--- config.mk ---
export PLATFORM = sky130hd
export DESIGN_NAME = rpsd_fifo
export DESIGN_NICKNAME = d
export VERILOG_FILES = /design/src/hdl/rpsd_pkg.sv /design/src/hdl/rpsd_fifo.sv
export SDC_FILE = /design/constraint.sdc
export NUM_CORES = 1
export LEC_CHECK = 0
export BUFFER_PORTS_ARGS = -buffer_cell sky130_fd_sc_hd__buf_2
export CORE_AREA = 2 2 85 87
export CTS_BUF_LIST = sky130_fd_sc_hd__clkbuf_4 sky130_fd_sc_hd__clkbuf_8
export DETAILED_ROUTE_END_ITERATION = 10
export DIE_AREA = 0 0 87 89
export GPL_ROUTABILITY_DRIVEN = 1
export PLACE_DENSITY = 0.92
export SETUP_SLACK_MARGIN = 0.05
export SYNTH_ARGS = -nofsm -noshare
export SYNTH_HDL_FRONTEND = slang
export SYNTH_SLANG_ARGS = --single-unit
--- constraint.sdc ---
create_clock -name aclk -period 4.18 [get_ports aclk]
set_input_delay 0.836 -clock aclk [delete_from_list [all_inputs] [get_ports aclk]]
set_output_delay 0.836 -clock aclk [all_outputs]
set_load 0.02 [all_outputs]
--- src/hdl/rpsd_pkg.sv ---
// Shared types and constants for the RefPack stream decoder.
// Parse phase codes, status codes, and the front-to-back item type.
// No dependencies.
package rpsd_pkg;

    localparam int HistAw = 17;

    localparam logic [3:0] PH_H0    = 4'd0;
    localparam logic [3:0] PH_H1    = 4'd1;
    localparam logic [3:0] PH_S0    = 4'd2;
    localparam logic [3:0] PH_S1    = 4'd3;
    localparam logic [3:0] PH_S2    = 4'd4;
    localparam logic [3:0] PH_CTRL  = 4'd5;
    localparam logic [3:0] PH_EXTRA = 4'd6;
    localparam logic [3:0] PH_LIT   = 4'd7;
    localparam logic [3:0] PH_COPY  = 4'd8;
    localparam logic [3:0] PH_DRAIN = 4'd9;

    localparam logic [3:0] ST_RUN     = 4'd0;
    localparam logic [3:0] ST_OK      = 4'd1;
    localparam logic [3:0] ST_HDR     = 4'd2;
    localparam logic [3:0] ST_CMD     = 4'd4;
    localparam logic [3:0] ST_LIT     = 4'd5;
    localparam logic [3:0] ST_REF     = 4'd6;
    localparam logic [3:0] ST_SIZE    = 4'd7;
    localparam logic [3:0] ST_REFUSED = 4'd8;

    // work item from front to back
    typedef struct packed {
        logic              rd;       // history read needed
        logic [HistAw-1:0] rd_addr;
        logic              wr;       // byte produced
        logic              lit;      // byte comes from lit_byte
        logic [7:0]        lit_byte;
        logic [HistAw-1:0] wr_addr;
        logic [3:0]        status;
        logic              stream_end;
    } work_t;

endpackage

--- src/hdl/rpsd_fifo.sv ---
// Two-entry queue of work items between front and back.
// Uses rpsd_pkg.
module rpsd_fifo (
    input  logic            aclk,
    input  logic            aresetn,
    input  logic            i_valid,
    output logic            i_ready,
    input  rpsd_pkg::work_t i_item,
    output logic            o_valid,
    input  logic            o_ready,
    output rpsd_pkg::work_t o_item
);

    rpsd_pkg::work_t mem_reg [2];
    logic       wp_reg, rp_reg;
    logic [1:0] cnt_reg;
    logic       push, pop;

    assign i_ready = cnt_reg != 2'd2;
    assign o_valid = cnt_reg != 2'd0;
    assign o_item  = mem_reg[rp_reg];
    assign push    = i_valid && i_ready;
    assign pop     = o_valid && o_ready;

    always_ff @(posedge aclk) begin
        if (push) mem_reg[wp_reg] <= i_item;
    end

    always_ff @(posedge aclk) begin
        if (!aresetn) begin
            wp_reg <= 1'b0; rp_reg <= 1'b0; cnt_reg <= 2'd0;
        end else begin
            if (push) wp_reg <= !wp_reg;
            if (pop) rp_reg <= !rp_reg;
            cnt_reg <= cnt_reg + {1'b0, push} - {1'b0, pop};
        end
    end

endmodule

==> impl_metrics.env, run 1 <==
export IMPL_status="complete, no violations"
export IMPL_synth_seq_area_share_pct=79.9
export IMPL_synth_top_area_cell="edfxtp_1"
export IMPL_hp_class="reg -> reg"
export IMPL_vias=1995
export IMPL_tns_ps=0
export IMPL_synth_top_area_share_pct=77.3
export IMPL_grt_pass1_vias=1893
export IMPL_ant_nets=0
export IMPL_setup_violations=0
export IMPL_insertion_delay_ps=350
export IMPL_drt_iter0_drc=121
export IMPL_io_pins=106
export IMPL_p_per_area_nw_per_um2=528
export IMPL_r2r_end="mem_reg[1][7]"
export IMPL_ys_top_cells_by_area="edfxtp_1 77%, mux2_1 14%, dfxtp_1 2.6%, buf_4 0.97%, nor4bb_2 0.42%"
export IMPL_cts_tree="yes"
export IMPL_cts_sinks=105
export IMPL_cp_start_kind="flop"
export IMPL_fin_crit_ps=2940
export IMPL_fmax_ghz=0.340
export IMPL_r2r_start="cnt_reg[0]"
export IMPL_ctsRootBufferMaster="clkbuf_8"
export IMPL_die_y_microns=89
export IMPL_critPathArrivalTime_ps=2110
export IMPL_ys_types=26
export IMPL_maxCapViolCount=0
export IMPL_synthesis_area_sq_um=3880
export IMPL_yosysWarnings=0
export IMPL_finalCritPeriodShare_pct=70.4
export IMPL_post_cts_buffers=0
export IMPL_ir_drop_v=0.000342
export IMPL_gr_usage_met1_pct=18.8
export IMPL_fp_dieArea_sq_um=7740
export IMPL_postLayoutCellArea_sq_um=4650
export IMPL_cts_resized_gates=0
export IMPL_drc_errors=0
export IMPL_crit_type="reg -> out"
export IMPL_hold_path_cell_count=2
export IMPL_gp_congestion=0.676
export IMPL_drtPass1Iterations=4
export IMPL_numCtsBuffers=9
export IMPL_leakagePower_uw=0.00176
export IMPL_cts_hold_buf=0
export IMPL_crit_required_ps=3340
export IMPL_area_growth_pct=19.7
export IMPL_ctsLongestPathBuffers=2
export IMPL_nets=351
export IMPL_worstSetupEndpointType="output port"
export IMPL_die_width_microns=87
export IMPL_grt_antenna_before_repair=0
export IMPL_path_clk_slew_ps=90
export IMPL_diodes=0
export IMPL_avgSynthCellArea_sq_um=20.9
export IMPL_grtUsageMet3_pct=5.72
export IMPL_grt_pass1_wl_microns=8910
export IMPL_largest_register_ffs=100
export IMPL_ff2ff_path_depth=2
export IMPL_postPlaceCellArea_sq_um=4470
export IMPL_core_area_sq_um=6720
export IMPL_path_max_fanout=50
export IMPL_grtUsageMet2_pct=27.1
export IMPL_start_util_pct=57.8
export IMPL_final_hold_viol_count=0
export IMPL_fin_worst_skew_ps=7.76
export IMPL_grt_max_degree=51
export IMPL_dp_hpwl_microns=4160
export IMPL_synth_seq_cells=105
export IMPL_route_detailed_wl_per_inst_microns=16.6
export IMPL_syn_inst=186
export IMPL_rsz0062_at_grt="false"
export IMPL_reg2reg_slack_ps=2120
export IMPL_grt_total_usage_pct=15.8
export IMPL_max_slew_margin_pct=19.1
export IMPL_syn_nets=241
export IMPL_gr_total_overflow=0
export IMPL_drive_gt1_share_pct=42.2
export IMPL_rows=30
export IMPL_viasPerCell=5.24
export IMPL_hp_start="rp_reg"
export IMPL_slew_violations=0
export IMPL_grt_busiest_layer="met2"
export IMPL_h_tree_depth=3
export IMPL_worst_pin_slew_ps=1210
export IMPL_drt_total_wl_microns=6320
export IMPL_io_buffers=105
==> synthesized netlist by cell type (all sizes together) <==
cell type,instances
o31a,1
nor4,1
nor3,1
nand3b,1
ha,1
and2,1
or2,1
o21ba,1
nor4bb,1
o21ai,2
buf,6
a21bo,1
nand2b,1
xor2,1
a21oi,1
nor2b,1
mux2,50
nor2,4
dfxtp,5
and3,2
inv,2
edfxtp,100
nand3,1
==> layout by cell type, fill, tap and decap left out, types with 3 or more instances in the layout <==
master	n
buf_2	105
edfxtp_1	100
mux2_1	50
clkbuf_8	9
nor2_1	4
dfxtp_1	4
clkinv_4	3
==> critical path, cell delays in order, from the launching register on <==
cell and delay (ps):
dfxtp_2 1120, mux2_1 410, buf_2 170
==> routing by layer <==
layer	vias to the layer above	part of all wire, %
li1	950	-
met4	0	0.79
met3	6	7.5
met5	-	0
met1	960	41
met2	79	50
==> worst max path at each step <==
stage                        from             to  slack [ps]  cells past startpoint
after global routing         flop     o_item[18]        1090                      2
after floorplan           i_valid  mem_reg[1][0]        1690                      1
final                        flop     o_item[18]        1240                      2
after CTS                    flop     o_item[18]        1200                      2
after global placement       flop      o_item[8]        1590                      2
after detailed placement     flop      o_item[7]        1600                      2
==> where the power goes <==
| part | internal (uW) | switching (uW) | total [uW] |
|---|---|---|---|
| registers | 1280 | 82.4 | 1360 |
| clock network | 223 | 336 | 559 |
| logic | 216 | 318 | 535 |
| total | 1720 | 736 | 2450 |
==> layout make-up <==
| class | instances | area [sq um] |
|---|---|---|
| Tap cell | 80 | 100 |
| Fill cell | 443 | 2070 |
| Clock inverter | 7 | 55.1 |
| Sequential cell | 105 | 3100 |
| Inverter | 2 | 7.51 |
| Clock buffer | 9 | 124 |
| Multi-Input combinational cell | 73 | 732 |
| Timing Repair Buffer | 105 | 526 |
==> cells by family after synthesis <==
family	count (synthesis)	share of synthesized area, %
compound gates	6	1.13
xor+xnor	1	0.226
fa+ha+maj	1	0.322
buf+inv	8	1.29
flops	105	79.9
mux	50	14.5
simple gates	15	2.64
==> per-stage QoR <==
step,power (uW),util [%],std cells,setup WS (ps),hold slack [ps]
after global routing,2550,69.2,381,1090,538
after detailed placement,1930,66.5,365,1600,489
final,2450,69.2,381,1240,511
after floorplan,1740,-,186,1690,472
after CTS,2480,69.2,381,1200,512
after global placement,1910,66.5,365,1590,487
(Power assumes the default switching activity.)
==> inputs of run 2 (changes only) <==
Settings changed: CORE_AREA 2 2 85 87 to 2 2 93 95, DIE_AREA 0 0 87 89 to 0 0 95 97, PLACE_DENSITY 0.92 to 0.82.
Clock period 4.18 ns to 2.5 ns, I/O delays scaled along.
==> impl_metrics.env, run 2 (synthesis gave the netlist of run 1 again) <==
export IMPL_largest_register_ffs=100
export IMPL_drc_errors=0
export IMPL_maxCapViolCount=0
export IMPL_final_hold_viol_count=0
export IMPL_gp_congestion=0.664
export IMPL_path_max_fanout=29
export IMPL_route_detailed_wl_per_inst_microns=15.7
export IMPL_tns_ps=0
export IMPL_multi_input_area_sq_um=732
export IMPL_fp_dieArea_sq_um=9220
export IMPL_vias=2018
export IMPL_cp_start_kind="flop"
export IMPL_worstPathCellList="buf_4 -> mux2_1 -> buf_2"
export IMPL_grt_pass1_vias=2119
export IMPL_insertion_delay_ps=350
export IMPL_grt_max_degree=30
export IMPL_ir_drop_v=0.000543
export IMPL_drt_total_wl_microns=6440
export IMPL_drive_gt1_share_pct=43.5
export IMPL_grt_pass1_wl_microns=10000
export IMPL_start_util_pct=47.7
export IMPL_diodes=0
export IMPL_leakagePower_uw=0.00180
export IMPL_drtPass1Iterations=4
export IMPL_reg2reg_slack_ps=840
export IMPL_fin_worst_skew_ps=7.72
export IMPL_crit_required_ps=2000
export IMPL_ff2ff_path_depth=6
export IMPL_viasPerCell=4.91
export IMPL_cts_sinks=105
export IMPL_setup_violations=0
export IMPL_fmax_ghz=0.480
export IMPL_crit_type="reg -> out"
export IMPL_fill_cells=635
export IMPL_critPathCapture="o_item[27]"
export IMPL_fin_util_pct=58.5
export IMPL_worst_pin_slew_ps=390
export IMPL_core_area_sq_um=8130
export IMPL_path_clk_slew_ps=100
export IMPL_critPathArrivalTime_ps=1580
export IMPL_regArea_sq_um=3100
export IMPL_fin_crit_ps=2080
export IMPL_area_growth_pct=22.5
export IMPL_post_cts_buffers=0
export IMPL_drt_iter0_drc=75
export IMPL_rows=33
export IMPL_status="complete, no violations"
export IMPL_dp_hpwl_microns=4320
export IMPL_slew_violations=0
export IMPL_worstSetupEndpointType="output port"
export IMPL_cts_resized_gates=0
export IMPL_final_common_cell="buf_2"
export IMPL_die_y_microns=97
export IMPL_numCtsBuffers=9
export IMPL_io_pins=106
export IMPL_nets=357
export IMPL_h_tree_depth=3
export IMPL_cts_hold_buf=0
export IMPL_critPathMaxStageDelay_ps=390
export IMPL_r2r_start="cnt_reg[1]"
export IMPL_rsz0062_at_grt="false"
export IMPL_die_width_microns=95
export IMPL_ant_nets=0
export IMPL_final_cell_mix="105 x buf_2, 100 x edfxtp_1, 50 x mux2_1"
export IMPL_max_slew_margin_pct=74.0
export IMPL_ctsRootBufferMaster="clkbuf_8"
export IMPL_io_buffers=105
export IMPL_gr_total_overflow=0
export IMPL_r2r_end="cnt_reg[1]"
export IMPL_p_per_area_nw_per_um2=903
export IMPL_finalCritPeriodShare_pct=83.4
export IMPL_hp_class="in -> reg"
export IMPL_cts_tree="yes"
export IMPL_crit_slowest_cell="mux2_1"
export IMPL_grt_total_usage_pct=14.4
export IMPL_grt_antenna_before_repair=0
export IMPL_ctsLongestPathBuffers=2
[run 2: changes by cell type in the layout (fill, tap and decap cells not counted), sizes merged]
cell	change
clkinvlp	+1
inv	-2
bufinv	+2
buf	+6
clkbuf	+1
clkinv	-3
[run 2: final cells by class]
type | count | share of cell area (%)
Sequential cell | 105 | 65.2
Clock inverter | 5 | 1.71
Clock buffer | 10 | 2.76
Timing Repair Buffer | 111 | 12.0
Tap cell | 105 | 2.76
Multi-Input combinational cell | 73 | 15.4
Inverter | 2 | 0.158
[run 2: worst max-delay path, delay by kind of cell (launching register included)]
kind	cells	cell delay [ps]
DFF	1	330
buffers and inverters	2	510
muxes	1	390
[run 2: metal layers]
metal  wire length (microns)  track usage (%)  up-vias
met5                       0                0        -
met1                    2730             17.3      985
met2                    3310             24.6       70
met3                     344             3.04        6
li1                        -                -      957
met4                      51             6.35        0
[run 2: metrics by stage]
stage	instance area (sq um)	instances	worst slack [ps]	hold slack (ps)	power, uW
after floorplan	3880	186	112	472	2920
after global placement	4550	396	754	486	3220
after detailed placement	4550	396	703	494	3250
after CTS	4760	411	355	307	4360
after global routing	4760	411	303	307	4500
final	4760	411	415	332	4300
[run 2: where the power goes]
part / internal, uW / switching, uW
clock network: 571 / 537
logic: 381 / 623
registers: 2130 / 52.8
[run 2: worst min-delay path by stage]
stage	start	end	slack [ps]	cells past startpoint
final	i_item[48]	mem_reg[1][48]	330	1
after global routing	i_item[36]	mem_reg[1][36]	310	1
after CTS	i_item[7]	mem_reg[0][7]	310	1
after detailed placement	rp_reg	rp_reg	490	2
after global placement	rp_reg	rp_reg	490	2
after floorplan	rp_reg	flop	470	2
